--- config.mk ---
export PLATFORM = sky130hd
export DESIGN_NAME = multi_slot_timer_queue_top
export DESIGN_NICKNAME = d
export VERILOG_FILES = /design/src/sv/tmq_pkg.sv /design/src/sv/tmq_slot_ram.sv /design/src/sv/tmq_order_ram.sv /design/src/sv/multi_slot_timer_queue_top.sv
export SDC_FILE = /design/constraint.sdc
export NUM_CORES = 2
export LEC_CHECK = 0
export ABC_AREA = 1
export BUFFER_PORTS_ARGS = -buffer_cell sky130_fd_sc_hd__buf_4
export CORE_MARGIN = 2
export CORE_UTILIZATION = 55
export CTS_BUF_LIST = sky130_fd_sc_hd__clkbuf_4 sky130_fd_sc_hd__clkbuf_8 sky130_fd_sc_hd__clkbuf_16
export DETAILED_ROUTE_END_ITERATION = 16
export PLACE_DENSITY = 0.7
export SETUP_SLACK_MARGIN = 0.1
export SLEW_MARGIN = 15
export SYNTH_ARGS = -nofsm -noshare
export SYNTH_HDL_FRONTEND = slang
export SYNTH_SLANG_ARGS = --single-unit
--- constraint.sdc ---
create_clock -name clock -period 7.4 [get_ports clock]
set_input_delay 1.11 -clock clock [delete_from_list [all_inputs] [get_ports clock]]
set_output_delay 1.11 -clock clock [all_outputs]
set_load 0.01 [all_outputs]
--- src/sv/tmq_pkg.sv ---
// Package for the multi-slot timer queue: field widths, command, kind and
// status codes, the slot table entry type and reset constants.
// No dependencies.
package tmq_pkg;

   localparam int SLOTS_DEFAULT = 16;
   localparam int MAX_SCAN      = 16;

   localparam int CMD_W     = 2;
   localparam int PERIOD_W  = 22;
   localparam int TASK_W    = 8;
   localparam int WINDOW_W  = 16;
   localparam int TIMER_W   = 4;
   localparam int KIND_W    = 2;
   localparam int STATUS_W  = 2;
   localparam int NOW_W     = 32;
   localparam int TICK_MS_W = 10;

   localparam logic [TICK_MS_W-1:0] TICK_MS_RESET = 10'd100;

   localparam logic [CMD_W-1:0] CMD_TICK       = 2'd0;
   localparam logic [CMD_W-1:0] CMD_REGISTER   = 2'd1;
   localparam logic [CMD_W-1:0] CMD_DEREGISTER = 2'd2;

   localparam logic [KIND_W-1:0] KIND_REGISTER   = 2'd0;
   localparam logic [KIND_W-1:0] KIND_DEREGISTER = 2'd1;
   localparam logic [KIND_W-1:0] KIND_EXPIRY     = 2'd2;

   localparam logic [STATUS_W-1:0] STATUS_OK      = 2'd0;
   localparam logic [STATUS_W-1:0] STATUS_FULL    = 2'd1;
   localparam logic [STATUS_W-1:0] STATUS_NOT_REG = 2'd2;

   typedef struct packed {
      logic [NOW_W-1:0]    expiry;
      logic [PERIOD_W-1:0] period;
      logic                one_shot;
      logic [TASK_W-1:0]   owner_task;
      logic [WINDOW_W-1:0] owner_window;
   } slot_entry_type;

endpackage

--- src/sv/tmq_slot_ram.sv ---
// Slot table memory: one entry per timer slot, one write and one read port,
// registered read data. Depends on tmq_pkg.
module tmq_slot_ram #(
   parameter int DEPTH = tmq_pkg::SLOTS_DEFAULT,
   parameter int AW    = $clog2(DEPTH)
) (
   input  logic                    clock,
   input  logic                    wr_en,
   input  logic [AW-1:0]           wr_addr,
   input  tmq_pkg::slot_entry_type wr_data,
   input  logic [AW-1:0]           rd_addr,
   output tmq_pkg::slot_entry_type rd_data
);

   tmq_pkg::slot_entry_type mem [DEPTH];
   tmq_pkg::slot_entry_type rd_data_ff;

   always_ff @(posedge clock) begin
      if (wr_en) begin
         mem[wr_addr] <= wr_data;
      end
      rd_data_ff <= mem[rd_addr];
   end

   assign rd_data = rd_data_ff;

endmodule

--- src/sv/tmq_order_ram.sv ---
// Order queue memory: circular list of slot numbers, one write and one read
// port, registered read data. No package dependency.
module tmq_order_ram #(
   parameter int DEPTH = 16,
   parameter int AW    = $clog2(DEPTH)
) (
   input  logic          clock,
   input  logic          wr_en,
   input  logic [AW-1:0] wr_addr,
   input  logic [AW-1:0] wr_data,
   input  logic [AW-1:0] rd_addr,
   output logic [AW-1:0] rd_data
);

   logic [AW-1:0] mem [DEPTH];
   logic [AW-1:0] rd_data_ff;

   always_ff @(posedge clock) begin
      if (wr_en) begin
         mem[wr_addr] <= wr_data;
      end
      rd_data_ff <= mem[rd_addr];
   end

   assign rd_data = rd_data_ff;

endmodule

--- src/sv/multi_slot_timer_queue_top.sv ---
// Top level of the multi-slot timer queue: command sequencer, slot flags,
// queue pointers. Depends on tmq_pkg, tmq_slot_ram and tmq_order_ram.
//
//   channel   ports              transfer
//   -------   -----------------  ------------------------------------------
//   request   start, req_*       start high and busy low at a clock edge
//   result    rsp_valid, rsp_*   rsp_valid high for one cycle, always taken
//   control   csr_write_*        csr_write_en high at a clock edge
//
// Every command first passes a decode state. Register then walks the
// slot flags, one slot per cycle, from slot 0 to the first free one.
// Deregister walks the order queue entry by entry (memory read, then
// compare and shift down). A tick takes each expired timer through a queue
// read, a slot table read, and a pop with re-arm, or release if one-shot;
// it stops when the scan bound is reached or the queue is empty, or on a
// head that is not yet due. Both memories have registered read data.
// Reset is synchronous and clears control state only; memory contents are
// meaningless until written. The receiver cannot stall; each expiry is held
// until the next one is popped or the tick ends, so that the final one
// carries rsp_last.
module multi_slot_timer_queue_top #(
   parameter int NUM_SLOTS = tmq_pkg::SLOTS_DEFAULT
) (
   input  logic                           clock,
   input  logic                           reset,
   input  logic                           start,
   output logic                           busy,
   input  logic [tmq_pkg::CMD_W-1:0]      req_command,
   input  logic [tmq_pkg::PERIOD_W-1:0]   req_period_ms,
   input  logic                           req_one_shot,
   input  logic [tmq_pkg::TASK_W-1:0]     req_task_id,
   input  logic [tmq_pkg::WINDOW_W-1:0]   req_window_id,
   input  logic [tmq_pkg::TIMER_W-1:0]    req_timer_id,
   output logic                           rsp_valid,
   output logic [tmq_pkg::KIND_W-1:0]     rsp_kind,
   output logic [tmq_pkg::STATUS_W-1:0]   rsp_status,
   output logic [tmq_pkg::TIMER_W-1:0]    rsp_slot_id,
   output logic [tmq_pkg::TASK_W-1:0]     rsp_notify_task,
   output logic [tmq_pkg::WINDOW_W-1:0]   rsp_notify_window,
   output logic                           rsp_last,
   input  logic                           csr_write_en,
   input  logic [tmq_pkg::TICK_MS_W-1:0]  csr_write_data
);

   localparam int SW = $clog2(NUM_SLOTS);
   localparam int CW = $clog2(NUM_SLOTS + 1);

   typedef enum logic [2:0] {
      ST_IDLE,
      ST_EXEC,
      ST_REG_FIND,
      ST_DREG_RD,
      ST_DREG_CHK,
      ST_TICK_RD,
      ST_TICK_Q,
      ST_TICK_S
   } state_type;

   // Add an offset to a queue position and wrap once around the depth.
   function automatic logic [SW-1:0] wrap_add(input logic [SW-1:0] base,
                                              input logic [CW-1:0] offs);
      logic [CW:0] sum;
      begin
         sum = (CW+1)'(base) + (CW+1)'(offs);
         if (sum >= (CW+1)'(NUM_SLOTS)) begin
            sum = sum - (CW+1)'(NUM_SLOTS);
         end
         wrap_add = sum[SW-1:0];
      end
   endfunction

   state_type                          state_ff, state_in;
   logic [tmq_pkg::TICK_MS_W-1:0]      tick_ms_ff, tick_ms_in;
   logic [tmq_pkg::NOW_W-1:0]          now_ff, now_in;
   logic [SW-1:0]                      head_ff, head_in;
   logic [CW-1:0]                      count_ff, count_in;
   logic [NUM_SLOTS-1:0]               used_ff, used_in;

   logic [tmq_pkg::CMD_W-1:0]          cmd_ff, cmd_in;
   logic [tmq_pkg::PERIOD_W-1:0]       period_ff, period_in;
   logic                               one_shot_ff, one_shot_in;
   logic [tmq_pkg::TASK_W-1:0]         task_ff, task_in;
   logic [tmq_pkg::WINDOW_W-1:0]       window_ff, window_in;
   logic [tmq_pkg::TIMER_W-1:0]        tid_ff, tid_in;

   logic [CW-1:0]                      idx_ff, idx_in;
   logic [CW-1:0]                      scan_ff, scan_in;
   logic [CW-1:0]                      popped_ff, popped_in;
   logic                               found_ff, found_in;
   logic [SW-1:0]                      slot_ff, slot_in;

   logic                               pend_valid_ff, pend_valid_in;
   logic [SW-1:0]                      pend_slot_ff, pend_slot_in;
   logic [tmq_pkg::TASK_W-1:0]         pend_task_ff, pend_task_in;
   logic [tmq_pkg::WINDOW_W-1:0]       pend_window_ff, pend_window_in;

   logic                               rsp_valid_ff, rsp_valid_in;
   logic [tmq_pkg::KIND_W-1:0]         rsp_kind_ff, rsp_kind_in;
   logic [tmq_pkg::STATUS_W-1:0]       rsp_status_ff, rsp_status_in;
   logic [tmq_pkg::TIMER_W-1:0]        rsp_slot_ff, rsp_slot_in;
   logic [tmq_pkg::TASK_W-1:0]         rsp_task_ff, rsp_task_in;
   logic [tmq_pkg::WINDOW_W-1:0]       rsp_window_ff, rsp_window_in;
   logic                               rsp_last_ff, rsp_last_in;

   // Memory ports.
   logic                               q_we;
   logic [SW-1:0]                      q_wr_addr, q_wr_data, q_rd_addr, q_rd_data;
   logic                               s_we;
   logic [SW-1:0]                      s_wr_addr, s_rd_addr;
   tmq_pkg::slot_entry_type            s_wr_data, s_rd_data;

   logic [SW-1:0]                      find_slot;
   logic [SW-1:0]                      tid_slot;
   logic                               tid_bad;
   logic [tmq_pkg::NOW_W-1:0]          age;

   tmq_order_ram #(.DEPTH(NUM_SLOTS), .AW(SW)) u_order_ram (
      .clock   (clock),
      .wr_en   (q_we),
      .wr_addr (q_wr_addr),
      .wr_data (q_wr_data),
      .rd_addr (q_rd_addr),
      .rd_data (q_rd_data)
   );

   tmq_slot_ram #(.DEPTH(NUM_SLOTS), .AW(SW)) u_slot_ram (
      .clock   (clock),
      .wr_en   (s_we),
      .wr_addr (s_wr_addr),
      .wr_data (s_wr_data),
      .rd_addr (s_rd_addr),
      .rd_data (s_rd_data)
   );

   assign find_slot = idx_ff[SW-1:0];
   assign tid_slot  = SW'(tid_ff);
   assign tid_bad   = (32'(tid_ff) >= 32'(NUM_SLOTS)) || !used_ff[tid_slot];
   // Wrapping age of the head timer; expired while the top bit is clear.
   assign age       = now_ff - s_rd_data.expiry;

   always_comb begin
      state_in       = state_ff;
      tick_ms_in     = csr_write_en ? csr_write_data : tick_ms_ff;
      now_in         = now_ff;
      head_in        = head_ff;
      count_in       = count_ff;
      used_in        = used_ff;
      cmd_in         = cmd_ff;
      period_in      = period_ff;
      one_shot_in    = one_shot_ff;
      task_in        = task_ff;
      window_in      = window_ff;
      tid_in         = tid_ff;
      idx_in         = idx_ff;
      scan_in        = scan_ff;
      popped_in      = popped_ff;
      found_in       = found_ff;
      slot_in        = slot_ff;
      pend_valid_in  = pend_valid_ff;
      pend_slot_in   = pend_slot_ff;
      pend_task_in   = pend_task_ff;
      pend_window_in = pend_window_ff;
      rsp_valid_in   = 1'b0;
      rsp_kind_in    = rsp_kind_ff;
      rsp_status_in  = rsp_status_ff;
      rsp_slot_in    = rsp_slot_ff;
      rsp_task_in    = rsp_task_ff;
      rsp_window_in  = rsp_window_ff;
      rsp_last_in    = rsp_last_ff;

      q_we      = 1'b0;
      q_wr_addr = wrap_add(head_ff, count_ff);
      q_wr_data = find_slot;
      q_rd_addr = head_ff;
      s_we      = 1'b0;
      s_wr_addr = find_slot;
      s_wr_data = s_rd_data;
      s_rd_addr = q_rd_data;

      case (state_ff)
         ST_IDLE: begin
            if (start) begin
               cmd_in      = req_command;
               period_in   = req_period_ms;
               one_shot_in = req_one_shot;
               task_in     = req_task_id;
               window_in   = req_window_id;
               tid_in      = req_timer_id;
               state_in    = ST_EXEC;
            end
         end

         ST_EXEC: begin
            idx_in   = '0;
            found_in = 1'b0;
            case (cmd_ff)
               tmq_pkg::CMD_REGISTER: begin
                  if (count_ff == CW'(NUM_SLOTS)) begin
                     rsp_valid_in  = 1'b1;
                     rsp_kind_in   = tmq_pkg::KIND_REGISTER;
                     rsp_status_in = tmq_pkg::STATUS_FULL;
                     rsp_slot_in   = '0;
                     rsp_task_in   = '0;
                     rsp_window_in = '0;
                     rsp_last_in   = 1'b1;
                     state_in      = ST_IDLE;
                  end else begin
                     state_in = ST_REG_FIND;
                  end
               end
               tmq_pkg::CMD_DEREGISTER: begin
                  if (tid_bad) begin
                     rsp_valid_in  = 1'b1;
                     rsp_kind_in   = tmq_pkg::KIND_DEREGISTER;
                     rsp_status_in = tmq_pkg::STATUS_NOT_REG;
                     rsp_slot_in   = tid_ff;
                     rsp_task_in   = '0;
                     rsp_window_in = '0;
                     rsp_last_in   = 1'b1;
                     state_in      = ST_IDLE;
                  end else begin
                     state_in = ST_DREG_RD;
                  end
               end
               tmq_pkg::CMD_TICK: begin
                  now_in        = now_ff + tmq_pkg::NOW_W'(tick_ms_ff);
                  // Bound the scan by the queue length at the start of the tick, capped at MAX_SCAN.
                  scan_in       = (32'(count_ff) > tmq_pkg::MAX_SCAN)
                                  ? CW'(tmq_pkg::MAX_SCAN) : count_ff;
                  popped_in     = '0;
                  pend_valid_in = 1'b0;
                  state_in      = ST_TICK_RD;
               end
               default: begin
                  state_in = ST_IDLE;
               end
            endcase
         end

         ST_REG_FIND: begin
            if (!used_ff[find_slot]) begin
               s_we                   = 1'b1;
               s_wr_addr              = find_slot;
               s_wr_data.expiry       = now_ff + tmq_pkg::NOW_W'(period_ff);
               s_wr_data.period       = period_ff;
               s_wr_data.one_shot     = one_shot_ff;
               s_wr_data.owner_task   = task_ff;
               s_wr_data.owner_window = window_ff;
               q_we                   = 1'b1;
               q_wr_addr              = wrap_add(head_ff, count_ff);
               q_wr_data              = find_slot;
               count_in               = count_ff + CW'(1);
               used_in[find_slot]     = 1'b1;
               rsp_valid_in           = 1'b1;
               rsp_kind_in            = tmq_pkg::KIND_REGISTER;
               rsp_status_in          = tmq_pkg::STATUS_OK;
               rsp_slot_in            = tmq_pkg::TIMER_W'(find_slot);
               rsp_task_in            = '0;
               rsp_window_in          = '0;
               rsp_last_in            = 1'b1;
               state_in               = ST_IDLE;
            end else if (find_slot == SW'(NUM_SLOTS - 1)) begin
               rsp_valid_in  = 1'b1;
               rsp_kind_in   = tmq_pkg::KIND_REGISTER;
               rsp_status_in = tmq_pkg::STATUS_FULL;
               rsp_slot_in   = '0;
               rsp_task_in   = '0;
               rsp_window_in = '0;
               rsp_last_in   = 1'b1;
               state_in      = ST_IDLE;
            end else begin
               idx_in = idx_ff + CW'(1);
            end
         end

         ST_DREG_RD: begin
            if (idx_ff == count_ff) begin
               if (found_ff) begin
                  count_in = count_ff - CW'(1);
               end
               used_in[tid_slot] = 1'b0;
               rsp_valid_in      = 1'b1;
               rsp_kind_in       = tmq_pkg::KIND_DEREGISTER;
               rsp_status_in     = tmq_pkg::STATUS_OK;
               rsp_slot_in       = tid_ff;
               rsp_task_in       = '0;
               rsp_window_in     = '0;
               rsp_last_in       = 1'b1;
               state_in          = ST_IDLE;
            end else begin
               q_rd_addr = wrap_add(head_ff, idx_ff);
               state_in  = ST_DREG_CHK;
            end
         end

         ST_DREG_CHK: begin
            // Past the removed entry, shift each one down by a place.
            if (found_ff) begin
               q_we      = 1'b1;
               q_wr_addr = wrap_add(head_ff, idx_ff - CW'(1));
               q_wr_data = q_rd_data;
            end else if (32'(q_rd_data) == 32'(tid_ff)) begin
               found_in = 1'b1;
            end
            idx_in   = idx_ff + CW'(1);
            state_in = ST_DREG_RD;
         end

         ST_TICK_RD: begin
            if (popped_ff == scan_ff || count_ff == '0) begin
               if (pend_valid_ff) begin
                  rsp_valid_in  = 1'b1;
                  rsp_kind_in   = tmq_pkg::KIND_EXPIRY;
                  rsp_status_in = tmq_pkg::STATUS_OK;
                  rsp_slot_in   = tmq_pkg::TIMER_W'(pend_slot_ff);
                  rsp_task_in   = pend_task_ff;
                  rsp_window_in = pend_window_ff;
                  rsp_last_in   = 1'b1;
               end
               state_in = ST_IDLE;
            end else begin
               q_rd_addr = head_ff;
               state_in  = ST_TICK_Q;
            end
         end

         ST_TICK_Q: begin
            s_rd_addr = q_rd_data;
            slot_in   = q_rd_data;
            state_in  = ST_TICK_S;
         end

         ST_TICK_S: begin
            if (age[tmq_pkg::NOW_W-1]) begin
               // Head not yet due: stop and flush the held expiry as last.
               if (pend_valid_ff) begin
                  rsp_valid_in  = 1'b1;
                  rsp_kind_in   = tmq_pkg::KIND_EXPIRY;
                  rsp_status_in = tmq_pkg::STATUS_OK;
                  rsp_slot_in   = tmq_pkg::TIMER_W'(pend_slot_ff);
                  rsp_task_in   = pend_task_ff;
                  rsp_window_in = pend_window_ff;
                  rsp_last_in   = 1'b1;
               end
               state_in = ST_IDLE;
            end else begin
               head_in = wrap_add(head_ff, CW'(1));
               if (pend_valid_ff) begin
                  rsp_valid_in  = 1'b1;
                  rsp_kind_in   = tmq_pkg::KIND_EXPIRY;
                  rsp_status_in = tmq_pkg::STATUS_OK;
                  rsp_slot_in   = tmq_pkg::TIMER_W'(pend_slot_ff);
                  rsp_task_in   = pend_task_ff;
                  rsp_window_in = pend_window_ff;
                  rsp_last_in   = 1'b0;
               end
               pend_valid_in  = 1'b1;
               pend_slot_in   = slot_ff;
               pend_task_in   = s_rd_data.owner_task;
               pend_window_in = s_rd_data.owner_window;
               popped_in      = popped_ff + CW'(1);
               if (!s_rd_data.one_shot) begin
                  // Re-arm and append at the tail; queue length is unchanged.
                  s_we             = 1'b1;
                  s_wr_addr        = slot_ff;
                  s_wr_data        = s_rd_data;
                  s_wr_data.expiry = now_ff + tmq_pkg::NOW_W'(s_rd_data.period);
                  q_we             = 1'b1;
                  q_wr_addr        = wrap_add(head_ff, count_ff);
                  q_wr_data        = slot_ff;
               end else begin
                  count_in         = count_ff - CW'(1);
                  used_in[slot_ff] = 1'b0;
               end
               state_in = ST_TICK_RD;
            end
         end

         default: begin
            state_in = ST_IDLE;
         end
      endcase
   end

   always_ff @(posedge clock) begin
      if (reset) begin
         state_ff      <= ST_IDLE;
         tick_ms_ff    <= tmq_pkg::TICK_MS_RESET;
         now_ff        <= '0;
         head_ff       <= '0;
         count_ff      <= '0;
         used_ff       <= '0;
         found_ff      <= 1'b0;
         pend_valid_ff <= 1'b0;
         rsp_valid_ff  <= 1'b0;
      end else begin
         state_ff      <= state_in;
         tick_ms_ff    <= tick_ms_in;
         now_ff        <= now_in;
         head_ff       <= head_in;
         count_ff      <= count_in;
         used_ff       <= used_in;
         found_ff      <= found_in;
         pend_valid_ff <= pend_valid_in;
         rsp_valid_ff  <= rsp_valid_in;
      end
      cmd_ff         <= cmd_in;
      period_ff      <= period_in;
      one_shot_ff    <= one_shot_in;
      task_ff        <= task_in;
      window_ff      <= window_in;
      tid_ff         <= tid_in;
      idx_ff         <= idx_in;
      scan_ff        <= scan_in;
      popped_ff      <= popped_in;
      slot_ff        <= slot_in;
      pend_slot_ff   <= pend_slot_in;
      pend_task_ff   <= pend_task_in;
      pend_window_ff <= pend_window_in;
      rsp_kind_ff    <= rsp_kind_in;
      rsp_status_ff  <= rsp_status_in;
      rsp_slot_ff    <= rsp_slot_in;
      rsp_task_ff    <= rsp_task_in;
      rsp_window_ff  <= rsp_window_in;
      rsp_last_ff    <= rsp_last_in;
   end

   assign busy              = (state_ff != ST_IDLE);
   assign rsp_valid         = rsp_valid_ff;
   assign rsp_kind          = rsp_kind_ff;
   assign rsp_status        = rsp_status_ff;
   assign rsp_slot_id       = rsp_slot_ff;
   assign rsp_notify_task   = rsp_task_ff;
   assign rsp_notify_window = rsp_window_ff;
   assign rsp_last          = rsp_last_ff;

endmodule

==> metrics.txt <==
EDFF count, synth 1461; vias 46200; diode count 0; area leader, netlist edfxtp_1; # H-tree levels 4; post-cts sizing count 0; GR Util met3 4.51%; syn_nets 6027; Setup crit end u_slot_ram.mem[2][17]; maximum vdd drop 0.000234 V; antenna violations before repair 6; Pwr per Cell Area 261 nW/um^2; first-pass GRT wire length 281 mm; GRT Residual Overflow 0; number of synthesized register bits 1617; RSZ-0062 raised after global routing no; CP arrival 5470 ps; die width 361 um; Final period util 68.4%; hold depth 1; leak pwr 29.2 nW; initial drt markers 5195; Layout Nets 6086; DR pass1 iterations 6; CTS tree built; Rows 130; Mapped Cells 5846; postcts setup bufs 0; worst clock skew 31.0 ps; P_int 15.7 mW; Cell variety after synth 56; Crit Reg-Reg Endpoint u_slot_ram.mem[2][17]; Clk pwr share 41.6%; Synth Cell Area 70100 um^2; largest family of logic cells by synthesized area compound AO/OA/AOI/OAI gates; compound-gate portion of the synthesized area 12.3%; Synth Area in Simple Gates 8.11%; XOR/XNOR Fraction of Synth Area 0.723%; Final ANT Viol Nets 0; Die ar. 130000 um^2; Sink Count 1617; Post-Syn Area per Cell 12.0 um^2; Adder-Cell Fraction of Synth Area 2.11%; TritonCTS buffer count 164; largest net degree at the start of global routing 170; Crit Path Class flop to flop; WL per Instance 24.5 um; starting density of the core 55.6%; worst relative slew slack 15.6%; Clock Path Buffers 3; met1 Track Usage GR 41.0%; # Max-Cap Violations 0; Slew Viols, Final 0; worst r2r path cells 16; HP Class input pin to flop; post-layout util 62.1%; CP startpoint now_ff[14]; port buffer count 101; final hold violation count 0; FFs w/ async S/R, synth 0%; outcome finished, final reports clean; hold_buf cts 0; worst r2r src now_ff[14]; fmax 198 MHz; die height 361 um; Root Driver clkbuf_16; Critical Path RT 7810 ps; Synth area leaders edfxtp_1, mux2i_1, dfxtp_1, nand2_1, o211ai_1; nature of the critical path endpoint flop; post-detail-place hpwl 113 mm; reg-to-reg slack, setup 2340 ps; Top FF cell, synth edfxtp_1; Core Area 126000 um^2; final setup TNS 0 ps; DRC 0; most frequent cells in the layout edfxtp_1, nand2_1, inv_1; post-synth top area share 62.6%; sw power 4.68 mW; grt met2 use 45.1%; crit path max fanout 52; register area share after synthesis 67.1%; Critical Path Start Type flop; Layout area overhead 11.6%; Clk pin slew, worst setup/hold paths 60 ps; sequential share of power 51.2%; number of global-route vias before repair 44500; layout cells sized above 1 9.13%; total routed wirelength 189 mm; Ports 102; final setup fails 0; most common cell after layout, fill and taps aside edfxtp_1; fillcell total 9548; Clock Latency Late Sink 810 ps; Slew @ Worst Pin 1260 ps; Final GP Congestion 1.01; minimum clock period 5060 ps; Ys Warns 0; gr busiest metal met2; Vias/cell 6.01; Net Sw Frac 22.9%; mux contribution to synthesized area 4.51%; Total GRT Usage 28.8%; Combinational Power Share 7.2%
[stage by stage]
stage               area (um^2)  cells  hold WS, ps  setup slack [ps]  power (mW)
floorplan                 70100   5846          406              1700        11.5
global placement          72600   7389          470              2580        12.1
detailed placement        72600   7389          474              2560        12.1
CTS                       78200   7693          431              2530        20.5
global route              78200   7693          450              2100        21.0
finish                    78200   7693          479              2340        20.4
[logic make-up after synthesis]
group / after synthesis
XOR/XNOR: 57
AO/OA/AOI/OAI: 1471
buffers and inverters: 915
AND/OR/NAND/NOR: 1356
adder cells (fa/ha/maj): 114
flip-flops: 1617
multiplexers: 316
[sequential cells by signal, summed over array words and instances, names as in the netlist, 16 cells and up]
signal              count
rsp_notify_window      16
now_ff                 32
u_order_ram.mem        64
pend_window_ff         16
u_slot_ram.mem       1264
period_ff              22
window_ff              16
u_slot_ram.rd_data     79
used_ff                16
[power groups by stage]
stage	Clock, mW	Combinational (mW)	Sequential, mW
final	8.49	1.47	10.5
after floorplan	0	0.944	10.6
after global placement	0	1.43	10.6
after detailed placement	0	1.45	10.7
after CTS	8.59	1.46	10.5
after global routing	8.94	1.61	10.5
[worst min path at each step]
stage | start | endpoint | slack, ps
after floorplan | u_order_ram.rd_data[3] | slot_ff[3] | 410
after global placement | used_ff[5] | used_ff[5] | 470
after detailed placement | used_ff[5] | used_ff[5] | 470
after CTS | req_timer_id[0] | tid_ff[0] | 430
after global routing | req_timer_id[0] | tid_ff[0] | 450
final | req_task_id[0] | task_ff[0] | 480
[Yosys cell counts (9+ instances only)]
library cell and instances:
buf_2 69, inv_1 599, xnor2_1 28, nor2_1 201
nand2_1 791, ha_1 107, o2111ai_1 10, nand3_1 276
nand3b_1 9, a21o_1 14, o221ai_1 9, a22oi_1 44
o21ai_0 506, nor3_1 26, a21oi_1 473, dfxtp_1 156
clkbuf_1 192, inv_2 17, edfxtp_1 1461, xor2_1 28
o211ai_1 367, buf_1 23, mux2i_1 316, nand4_1 19
[worst max-delay path, cell delays in order, from the launching register on]
cell	delay (ps)
dfxtp_1	510
ha_1	300
nand2_1	80
inv_1	40
nand2_1	50
nand2_1	60
a21oi_1	190
nand2_1	160
nand2_1	220
nand2_1	100
nand2_1	140
nand3_1	90
buf_4	250
nand2_1	740
nand3_1	500
nor2_4	360
buf_4	760
[layer usage]
metal  wire [um]  part of all wire (%)
met5          27                 0.014
met1       80100                    42
met4        6550                   3.5
met2       87000                    46
met3       15100                   8.0
[area by class of cell]
cell class | count | area (um^2) | share of cell area (%)
timing repair buffer | 190 | 1590 | 2.03
inverter | 618 | 2340 | 2.99
clock buffer | 216 | 4630 | 5.92
tap | 1650 | 2060 | 2.64
clock inverter | 88 | 950 | 1.21
multi-input combinational | 3314 | 19600 | 25.1
sequential | 1617 | 47000 | 60.1
(Power assumes the default switching activity.)
